`config.mk`:
```
export PLATFORM = sky130hd
export DESIGN_NAME = framed_message_verifier
export DESIGN_NICKNAME = d
export VERILOG_FILES = /design/src/fmv_pkg.sv /design/src/framed_message_verifier.sv
export SDC_FILE = /design/constraint.sdc
export NUM_CORES = 2
export LEC_CHECK = 0
export ABC_AREA = 0
export ABC_CLOCK_PERIOD_IN_PS = 9100
export BUFFER_PORTS_ARGS = -buffer_cell sky130_fd_sc_hd__buf_2
export CAP_MARGIN = 15
export CORE_UTILIZATION = 25
export DETAILED_ROUTE_END_ITERATION = 12
export GPL_ROUTABILITY_DRIVEN = 0
export SLEW_MARGIN = 20
export SYNTH_ARGS = -nofsm -noshare
export SYNTH_HDL_FRONTEND = slang
export SYNTH_SLANG_ARGS = --single-unit
```
`constraint.sdc`:
```
create_clock -name clock -period 9.1 [get_ports clock]
set_input_delay 0.455 -clock clock [delete_from_list [all_inputs] [get_ports clock]]
set_output_delay 0.455 -clock clock [all_outputs]
set_load 0.01 [all_outputs]
```
`src/fmv_pkg.sv`:
```
// Shared constants for the framed message verifier: parse phases, reasons, layout sizes.
package fmv_pkg;

   // Parse phases
   localparam logic [2:0] PHASE_HLEN   = 3'd0;
   localparam logic [2:0] PHASE_TOTAL  = 3'd1;
   localparam logic [2:0] PHASE_KIND   = 3'd2;
   localparam logic [2:0] PHASE_HEADER = 3'd3;
   localparam logic [2:0] PHASE_MAGIC1 = 3'd4;
   localparam logic [2:0] PHASE_BLEN   = 3'd5;
   localparam logic [2:0] PHASE_BDATA  = 3'd6;
   localparam logic [2:0] PHASE_TAIL   = 3'd7;

   // Error reasons, reported in priority order short, length, header, kind, blobs, magic, sum
   localparam logic [2:0] REASON_OK       = 3'd0;
   localparam logic [2:0] REASON_LENGTH   = 3'd1;
   localparam logic [2:0] REASON_HEADER   = 3'd2;
   localparam logic [2:0] REASON_KIND     = 3'd3;
   localparam logic [2:0] REASON_BLOBS    = 3'd4;
   localparam logic [2:0] REASON_MAGIC    = 3'd5;
   localparam logic [2:0] REASON_CHECKSUM = 3'd6;
   localparam logic [2:0] REASON_SHORT    = 3'd7;

   // Layout sizes
   localparam int unsigned FIXED_WORDS_LEN = 12;
   localparam int unsigned MAGIC_PAIR_LEN  = 8;

   localparam logic [31:0] MAX_KIND_RESET = 32'd255;
   localparam logic [29:0] TALLY_MAX      = 30'h3FFF_FFFF;
   localparam logic [31:0] POS_MAX        = 32'hFFFF_FFFF;

endpackage

```
`src/framed_message_verifier.sv`:
```
// Framed message verifier: byte-serial framing, length, magic and checksum checks.
//
//   channel | direction | handshake           | payload
//   --------+-----------+---------------------+-------------------------------------------
//   req     | in        | req_valid/req_stall | req_data_byte, req_last_byte
//   rsp     | out       | rsp_valid/rsp_stall | rsp_valid_res, rsp_error_reason,
//           |           |                     | rsp_message_kind, rsp_blob_count
//   csr     | in        | csr_write_enable    | csr_write_data (max message kind)
//
// One byte is taken every cycle while req_stall is low; the parse state updates at the accepting edge.
// The result of a message appears in the output register in the cycle after its last byte is accepted.
// req_stall is high only while a result is held in the output register under rsp_stall.
// Synchronous reset clears the message state, empties the output register and sets the
// max message kind to 255.
module framed_message_verifier
   import fmv_pkg::*;
(
   input  logic        clock,
   input  logic        reset,
   input  logic        req_valid,
   output logic        req_stall,
   input  logic [7:0]  req_data_byte,
   input  logic        req_last_byte,
   output logic        rsp_valid,
   input  logic        rsp_stall,
   output logic        rsp_valid_res,
   output logic [2:0]  rsp_error_reason,
   output logic [31:0] rsp_message_kind,
   output logic [29:0] rsp_blob_count,
   input  logic        csr_write_enable,
   input  logic [31:0] csr_write_data
);

   // Message state
   logic [31:0] pos_ff, pos_in;
   logic [2:0]  phase_ff, phase_in;
   logic [31:0] field_ff, field_in;
   logic [31:0] hlen_ff, hlen_in;
   logic [31:0] total_ff, total_in;
   logic [31:0] kind_ff, kind_in;
   logic [31:0] magic_ff, magic_in;
   logic [31:0] xor_ff, xor_in;
   logic [31:0] blob_end_ff, blob_end_in;
   logic [29:0] tally_ff, tally_in;
   logic        blob_err_ff, blob_err_in;
   logic [31:0] max_kind_ff;

   // Output register
   logic        rsp_valid_ff;
   logic        rsp_res_ff;
   logic [2:0]  rsp_reason_ff;
   logic [31:0] rsp_kind_ff;
   logic [29:0] rsp_count_ff;

   logic        accept;
   logic        out_free;
   logic [32:0] pos_x;
   logic [32:0] n_x;
   logic [32:0] m1_x;
   logic [33:0] m1_end_x;
   logic [33:0] m1_pair_x;
   logic [33:0] blob_e_x;
   logic [33:0] blob_e4_x;
   logic [33:0] total_x;
   logic [29:0] tally_inc;
   logic [2:0]  reason;

   assign out_free  = !rsp_valid_ff || !rsp_stall;
   assign req_stall = !out_free;
   assign accept    = req_valid && out_free;

   // Wide offsets used by the phase checks
   assign pos_x     = {1'b0, pos_ff};
   assign n_x       = pos_x + 33'd1;
   assign m1_x      = {1'b0, hlen_ff} + 33'(FIXED_WORDS_LEN);
   assign m1_end_x  = {1'b0, m1_x} + 34'd3;
   assign m1_pair_x = {1'b0, m1_x} + 34'(MAGIC_PAIR_LEN);
   assign blob_e_x  = {2'b0, field_in} + {2'b0, blob_end_ff} + 34'd4;
   assign blob_e4_x = {2'b0, field_in} + {2'b0, blob_end_ff} + 34'd8;
   assign total_x   = {2'b0, total_ff};
   assign tally_inc = (tally_ff < TALLY_MAX) ? tally_ff + 30'd1 : tally_ff;

   // Advance the parse state for one byte
   always_comb begin
      pos_in      = (pos_ff < POS_MAX) ? pos_ff + 32'd1 : pos_ff;
      phase_in    = phase_ff;
      field_in    = {req_data_byte, field_ff[31:8]};
      hlen_in     = hlen_ff;
      total_in    = total_ff;
      kind_in     = kind_ff;
      magic_in    = magic_ff;
      xor_in      = xor_ff;
      blob_end_in = blob_end_ff;
      tally_in    = tally_ff;
      blob_err_in = blob_err_ff;

      // fold the byte into its lane, skipping the magic words
      if (phase_ff != PHASE_MAGIC1 && phase_ff != PHASE_TAIL) begin
         case (pos_ff[1:0])
            2'd0:    xor_in = xor_ff ^ {24'd0, req_data_byte};
            2'd1:    xor_in = xor_ff ^ {16'd0, req_data_byte, 8'd0};
            2'd2:    xor_in = xor_ff ^ {8'd0, req_data_byte, 16'd0};
            default: xor_in = xor_ff ^ {req_data_byte, 24'd0};
         endcase
      end

      unique case (phase_ff)
         PHASE_HLEN: begin
            if (pos_ff == 32'd3) begin
               hlen_in  = field_in;
               phase_in = PHASE_TOTAL;
            end
         end
         PHASE_TOTAL: begin
            if (pos_ff == 32'd7) begin
               total_in = field_in;
               phase_in = PHASE_KIND;
            end
         end
         PHASE_KIND: begin
            if (pos_ff == 32'd11) begin
               kind_in  = field_in;
               phase_in = (hlen_ff == 32'd0) ? PHASE_MAGIC1 : PHASE_HEADER;
            end
         end
         PHASE_HEADER: begin
            if (n_x == m1_x) phase_in = PHASE_MAGIC1;
         end
         PHASE_MAGIC1: begin
            if ({1'b0, pos_x} == m1_end_x) begin
               magic_in = field_in;
               if (m1_pair_x == total_x) begin
                  phase_in = PHASE_TAIL;
               end else if (m1_pair_x < total_x) begin
                  blob_end_in = m1_x[31:0] + 32'd4;
                  tally_in    = 30'd1;
                  phase_in    = PHASE_BLEN;
               end else begin
                  blob_err_in = 1'b1;
                  phase_in    = PHASE_TAIL;
               end
            end
         end
         PHASE_BLEN: begin
            if ({1'b0, blob_end_ff} + 33'd3 == pos_x) begin
               if (blob_e4_x < total_x) begin
                  tally_in    = tally_inc;
                  blob_end_in = blob_e_x[31:0];
                  phase_in    = (blob_e_x == {1'b0, n_x}) ? PHASE_BLEN : PHASE_BDATA;
               end else if (blob_e4_x == total_x) begin
                  blob_end_in = blob_e_x[31:0];
                  phase_in    = (blob_e_x == {1'b0, n_x}) ? PHASE_TAIL : PHASE_BDATA;
               end else begin
                  blob_err_in = 1'b1;
                  phase_in    = PHASE_TAIL;
               end
            end
         end
         PHASE_BDATA: begin
            if (n_x == {1'b0, blob_end_ff}) begin
               phase_in = ({1'b0, blob_end_ff} + 33'd4 == total_x[32:0]) ? PHASE_TAIL
                                                                          : PHASE_BLEN;
            end
         end
         default: begin
         end
      endcase
   end

   // Pick the first failing check for the message that ends with this byte
   always_comb begin
      if (pos_ff < 32'd11)                     reason = REASON_SHORT;
      else if ({1'b0, total_ff} != n_x)        reason = REASON_LENGTH;
      else if ({1'b0, hlen_in} > n_x)          reason = REASON_HEADER;
      else if (kind_in > max_kind_ff)          reason = REASON_KIND;
      else if (blob_err_in || phase_in != PHASE_TAIL) reason = REASON_BLOBS;
      else if (magic_in != field_in)           reason = REASON_MAGIC;
      else if (xor_in != magic_in)             reason = REASON_CHECKSUM;
      else                                     reason = REASON_OK;
   end

   // Hold the message state; clear it after the last byte
   always_ff @(posedge clock) begin
      if (reset || (accept && req_last_byte)) begin
         pos_ff      <= '0;
         phase_ff    <= PHASE_HLEN;
         field_ff    <= '0;
         hlen_ff     <= '0;
         total_ff    <= '0;
         kind_ff     <= '0;
         magic_ff    <= '0;
         xor_ff      <= '0;
         blob_end_ff <= '0;
         tally_ff    <= '0;
         blob_err_ff <= 1'b0;
      end else if (accept) begin
         pos_ff      <= pos_in;
         phase_ff    <= phase_in;
         field_ff    <= field_in;
         hlen_ff     <= hlen_in;
         total_ff    <= total_in;
         kind_ff     <= kind_in;
         magic_ff    <= magic_in;
         xor_ff      <= xor_in;
         blob_end_ff <= blob_end_in;
         tally_ff    <= tally_in;
         blob_err_ff <= blob_err_in;
      end
   end

   // Take configuration writes
   always_ff @(posedge clock) begin
      if (reset) begin
         max_kind_ff <= MAX_KIND_RESET;
      end else if (csr_write_enable) begin
         max_kind_ff <= csr_write_data;
      end
   end

   // Load the result register on the last byte; drop the item once taken
   always_ff @(posedge clock) begin
      if (reset) begin
         rsp_valid_ff <= 1'b0;
      end else if (out_free) begin
         rsp_valid_ff <= accept && req_last_byte;
      end
   end

   always_ff @(posedge clock) begin
      if (accept && req_last_byte) begin
         rsp_res_ff    <= (reason == REASON_OK);
         rsp_reason_ff <= reason;
         rsp_kind_ff   <= kind_in;
         rsp_count_ff  <= tally_in;
      end
   end

   assign rsp_valid        = rsp_valid_ff;
   assign rsp_valid_res    = rsp_res_ff;
   assign rsp_error_reason = rsp_reason_ff;
   assign rsp_message_kind = rsp_kind_ff;
   assign rsp_blob_count   = rsp_count_ff;

   // Checks on the block's own logic
   a_last_gives_result: assert property (@(posedge clock) disable iff (reset)
      accept && req_last_byte |=> rsp_valid)
      else $error("last byte accepted without a result");

   a_last_clears_pos: assert property (@(posedge clock) disable iff (reset)
      accept && req_last_byte |=> pos_ff == 32'd0 && phase_ff == PHASE_HLEN)
      else $error("message state not cleared after last byte");

   a_result_flag: assert property (@(posedge clock) disable iff (reset)
      rsp_valid |-> rsp_valid_res == (rsp_error_reason == REASON_OK))
      else $error("valid flag disagrees with reason");

   a_tally_early: assert property (@(posedge clock) disable iff (reset)
      phase_ff == PHASE_HLEN || phase_ff == PHASE_TOTAL || phase_ff == PHASE_KIND ||
      phase_ff == PHASE_HEADER || phase_ff == PHASE_MAGIC1 |-> tally_ff == 30'd0)
      else $error("blob count set before the blob chain");

endmodule
```
# Word-level counts from Yosys, hierarchy flattened
# Cells that the tools add are included.
# totals
reg_bits,389
output_inout_bits,68
# classes
add_sub_neg,12
order_cmp,7
eq_ne,30
reduce_logical,17
bitwise,4
muxes,52
# op_table
op,count
2-to-1 mux 32 bit,13
2-to-1 mux 30 bit,6
== test 33 x 32 -> 1 bit,3
one-hot mux 32 bit (3 select lines),1
"adder 33 x 4 -> 34 bit, second input constant",2
== test 34 x 32 -> 1 bit,2
less-than comparator 34 x 32 -> 1 bit,2
inequality test 32 bit,2
one-hot mux 32 bit (2 select lines),1
one-hot mux 30 bit (2 select lines),1
2-to-1 mux 3 bit,15
"adder 33 x 2 -> 34 bit, second input constant",1
"adder 34 x 3 -> 34 bit, second input constant",1
== test 32 x 34 -> 1 bit,1
== test 34 x 33 -> 1 bit,1
"adder 32 x 1 -> 33 bit, second input constant",1
"adder 32 x 2 -> 33 bit, second input constant",1
"adder 32 x 3 -> 33 bit, second input constant",1
adder 32 x 32 -> 33 bit,1
"adder 32 x 4 -> 33 bit, second input constant",1
== test 33 bit,1
greater-than comparator 32 x 33 -> 1 bit,1
inequality test 32 x 33 -> 1 bit,1
"adder 32 x 1 -> 32 bit, second input constant",1
34 further kinds,61

# Logic depth before layout (Yosys ltp)
# logic_depth
depth_word,16
mapped_depth,30

# Least setup slack after synthesis
# No wires, ideal clock.
# synth_timing
path_type,register -> register
startpoint,register blob_end_ff[1]
endpoint,register tally_ff[20]
setup_slack_ns,2.675
arrival_ns,6.355
setup_ns,0.070
stages_incl_launch_ff,27
synth_period_minus_slack_ns,6.425
cell_sequence,dfxtp_1 > clkbuf_1 > inv_1 > fa_1 > nand2b_1 > a21oi_1 > o21a_1 > o21ai_0 > a211oi_1 > nand3_1 > nor4_2 > nand3_1 > xnor2_1 > ha_1 > a21o_1 > a21o_1 > a21oi_1 > nor3b_1 > nand4_1 > a221o_1 > nor4_2 > nor2b_1 > buf_2 > and3_1 > nand3_1 > or4_1 > a21oi_1
# synth_between
elab_chain_cells,6
elab_cells_between_ends,8
cone_classes,3 x add/sub; 1 x order compare; 1 x eq/ne; 3 x mux
# synth_lines
item,line_no,rtl
from (decl),framed_message_verifier.sv:43,"logic [31:0] blob_end_ff, blob_end_in;"
from (signal assigned),framed_message_verifier.sv:205,blob_end_ff <= blob_end_in;
adder 32 x 32 -> 33 bit,framed_message_verifier.sv:79,"assign blob_e4_x = {2'b0, field_in} + {2'b0, blob_end_ff} + 34'd8;"
adder 33 x 4 -> 34 bit,framed_message_verifier.sv:79,
less-than comparator 34 x 32 -> 1 bit,framed_message_verifier.sv:146,if (blob_e4_x < total_x) begin
2-to-1 mux 30 bit,framed_message_verifier.sv:146,
2-to-1 mux 30 bit (*),framed_message_verifier.sv:145,"if ({1'b0, blob_end_ff} + 33'd3 == pos_x) begin"
one-hot mux 30 bit (2 select lines) (*),framed_message_verifier.sv:107,unique case (phase_ff)
to (signal assigned),framed_message_verifier.sv:206,tally_ff <= tally_in;
to (decl),framed_message_verifier.sv:44,"logic [29:0] tally_ff, tally_in;"
# Mark *: on every way between the ends. The rest lies on a longest branch, timed or not.
# A chain may end at the register's enable or synchronous reset.

# Worst setup path after layout
# layout_timing
startpoint,register field_ff[8]
endpoint,register tally_ff[20]
# layout_between
elab_chain_cells,6
# layout_lines
item,line_no,rtl
from (decl),framed_message_verifier.sv:37,"logic [31:0] field_ff, field_in;"
from (signal assigned),framed_message_verifier.sv:199,field_ff <= field_in;
adder 32 x 32 -> 33 bit,framed_message_verifier.sv:79,
adder 33 x 4 -> 34 bit,framed_message_verifier.sv:79,
less-than comparator 34 x 32 -> 1 bit,framed_message_verifier.sv:146,
2-to-1 mux 30 bit,framed_message_verifier.sv:146,
2-to-1 mux 30 bit,framed_message_verifier.sv:145,
one-hot mux 30 bit (2 select lines),framed_message_verifier.sv:107,
# Every way passes these cells.

==> flow_summary.ini <==
[floorplanning]
rows = 133
die_w_um = 366.2
core_area_um2 = 131500
dieHeight_um = 366.2
ioPinCount = 114
die_area_um2 = 134100
initial_core_util = 0.2522

[sta]
slew_violations = 0
setup_viol = 0
grt_setup_unrepaired = false
fin_tns_setup_ps = 0
relSlewSlack = 0.1458
finalCritPeriodShare = 0.8936
max_freq_ghz = 0.1230
worst_pin_slew_ps = 1272
finalHoldViolations = 0
clock_skew_ps = 41.13
period_minus_slack_ps = 8132

[synthesis]
ys_types = 112
async_reset_ff_frac = 0
synth_top_cell_by_area = dfxtp_1
ys.flop_type = dfxtp_1
synth_edf_count = 66
avgSynthCellArea_um2 = 7.517
ys_ff_latch = 381
netlist_area_um2 = 33160
yosys_warnings = 0
synth_nets = 4631
synth_area_leaders = dfxtp_1, xnor2_1, nand2_1
netlist.area_leader.share = 0.1902
ys_seq_area_frac = 0.2500
synthCells = 4411

[final_layout]
areaGrowthSynthToFinish_pct = 11.81
nNetsFinal = 4563
drive_above_1_share = 0.09020

[placement]
dp.final_hpwl_mm = 106.5
io_buffers = 113

[global_routing]
grt_pass1_wl_mm = 207.7
grt_max_degree = 172
overflow = 0
grt_pass1_vias = 31638
antenna_found_initial = 11
track_usage = 0.2016

[power]
leakagePower_nw = 13.23
finalPower_mw = 4.429
powerDensity_nw_per_um2 = 119.5
irDropWorstVdd_v = 0.0001318

[clocking]
ctsHoldBuffers = 0
tritoncts = yes
cts-resized-gates = 0
clk_pin_slew_worst_paths_ps = 60
clkSinkCount = 381
h-tree-depth = 2
clk_latency_ps = 650
cts_buffers = 48
clk_path_buf_depth = 3
cts_setup_buffers = 0
cts_root_buf = clkbuf_16

[drt]
drcViolationCount = 0
drt_iter0_drc = 4338
ant_nets = 0
routed_via_density = 5.634
drt-total-wl_mm = 141.9
vias = 34598
wl_per_cell_um = 23.10
dr.pass1.iters = 6

[critical_path]
path_class = reg -> reg
critPathLaunchType = register
cp_max_fo = 10
cp-end-kind = register
critPathRequiredTime_ps = 9660
critical_path_arrival_ps = 8700

[hold_path]
hold_class = in -> reg

[job]
drv_cap = 0

[status]
outcome = complete, no violations
==> final cells by class <==
type / instances / area (um^2)
fill: 14307 / 94390
multi-input combinational: 3568 / 23150
sequential: 381 / 8288
tap: 1755 / 2196
clock buffer: 73 / 1405
timing repair buffer: 198 / 1216
inverter: 146 / 548.0
clock inverter: 13 / 249.0
antenna: 7 / 17.52
==> logic make-up (layout without fill, tap and decap cells) <==
family	count (synthesis)	count (layout)	share of synthesized area
flops	381	381	0.2500
compound gates	1009	1009	0.1928
other cells	0	7	0
buf+inv	462	430	0.05573
simple gates	1788	1788	0.2670
fa+ha+maj	174	174	0.06588
mux	95	95	0.03026
xor+xnor	502	502	0.1384
==> path summary, 6_finish.rpt <==
kind	start	endpoint	slack [ps]	cells after the start
worst max-delay path	field_ff[8]$_SDFFE_PP0P_	tally_ff[20]$_SDFFE_PP0P_	970	26
worst min-delay path	csr_write_data[3]	max_kind_ff[3]$_SDFFE_PP1P_	30	3
worst max register to register	field_ff[8]$_SDFFE_PP0P_	tally_ff[20]$_SDFFE_PP0P_	970	26
worst min register to register	kind_ff[20]$_SDFFE_PP0P_	kind_ff[20]$_SDFFE_PP0P_	450	2
==> power breakdown <==
part / leakage (nW) / internal [mW] / switching (mW) / total, mW
sequential: 3.17 / 1.76 / 0.0380 / 1.80
clock: 0.795 / 1.19 / 0.851 / 2.04
combinational: 9.27 / 0.187 / 0.406 / 0.593
==> layer usage <==
metal | GRT usage | share of wire
met1 | 0.2561 | 0.39
met2 | 0.3015 | 0.42
met3 | 0.04579 | 0.11
met4 | 0.1391 | 0.080
met5 | 0 | 0.000092
==> worst max-delay path, cell delays in order (launching register included) <==
cell and delay (ps):
dfxtp_1 520, ha_1 240, inv_1 60, fa_1 390, nand2b_1 230, a21oi_1 380
o21ai_1 310, a211oi_2 500, nand4_1 380, nor4_2 700, nand2_1 160, xnor2_1 170
ha_1 320, a21o_1 160, a21o_1 170, a21oi_1 150, o21ai_0 100, o21a_1 170
o21ai_0 180, nand4_1 130, a221o_1 480, nor4_2 420, nor2b_1 710, and3_1 340
nand3_1 120, or4_1 400, a21oi_1 170
==> cell usage after synthesis (all sizes together) (22+ instances only) <==
cell type / n
a211oi: 82
a21o: 56
a21oi: 344
a31oi: 29
and2: 35
and3: 54
buf: 61
clkbuf: 255
dfxtp: 315
edfxtp: 66
ha: 173
inv: 140
mux2: 42
mux2i: 53
nand2: 595
nand2b: 30
nand3: 130
nand4: 121
nor2: 355
nor2b: 47
nor3: 152
nor4: 113
o211ai: 34
o21a: 31
o21ai: 228
o31ai: 22
or3: 41
xnor2: 319
xor2: 172
==> metrics by stage <==
stage | std cells | utilization | instance area [um^2] | setup WS [ps] | hold WS, ps
6_report | 6141 | 0.2820 | 37070 | 968.1 | 33.24
5_1_grt | 6135 | 0.2819 | 37060 | 469.8 | 26.78
4_1_cts | 6134 | 0.2818 | 37050 | 1154 | 6.639
3_5_place_dp | 6048 | 0.2692 | 35400 | 1160 | 442.8
3_3_place_gp | 6048 | 0.2692 | 35390 | 1211 | 438.3
2_1_floorplan | 4411 | - | 33160 | 2675 | 431.9
==> placed cells by master (no fill, tap or decap), types with 113 or more instances in the layout <==
cell / instances
dfxtp_1: 315
o21ai_0: 215
nand4_1: 120
xnor2_1: 307
inv_1: 139
ha_1: 173
a21oi_1: 340
nor3_1: 147
nand3_1: 129
xor2_1: 170
nand2_1: 591
nor2_1: 351
buf_2: 113
Note: power is estimated with default switching activity, not from simulation.
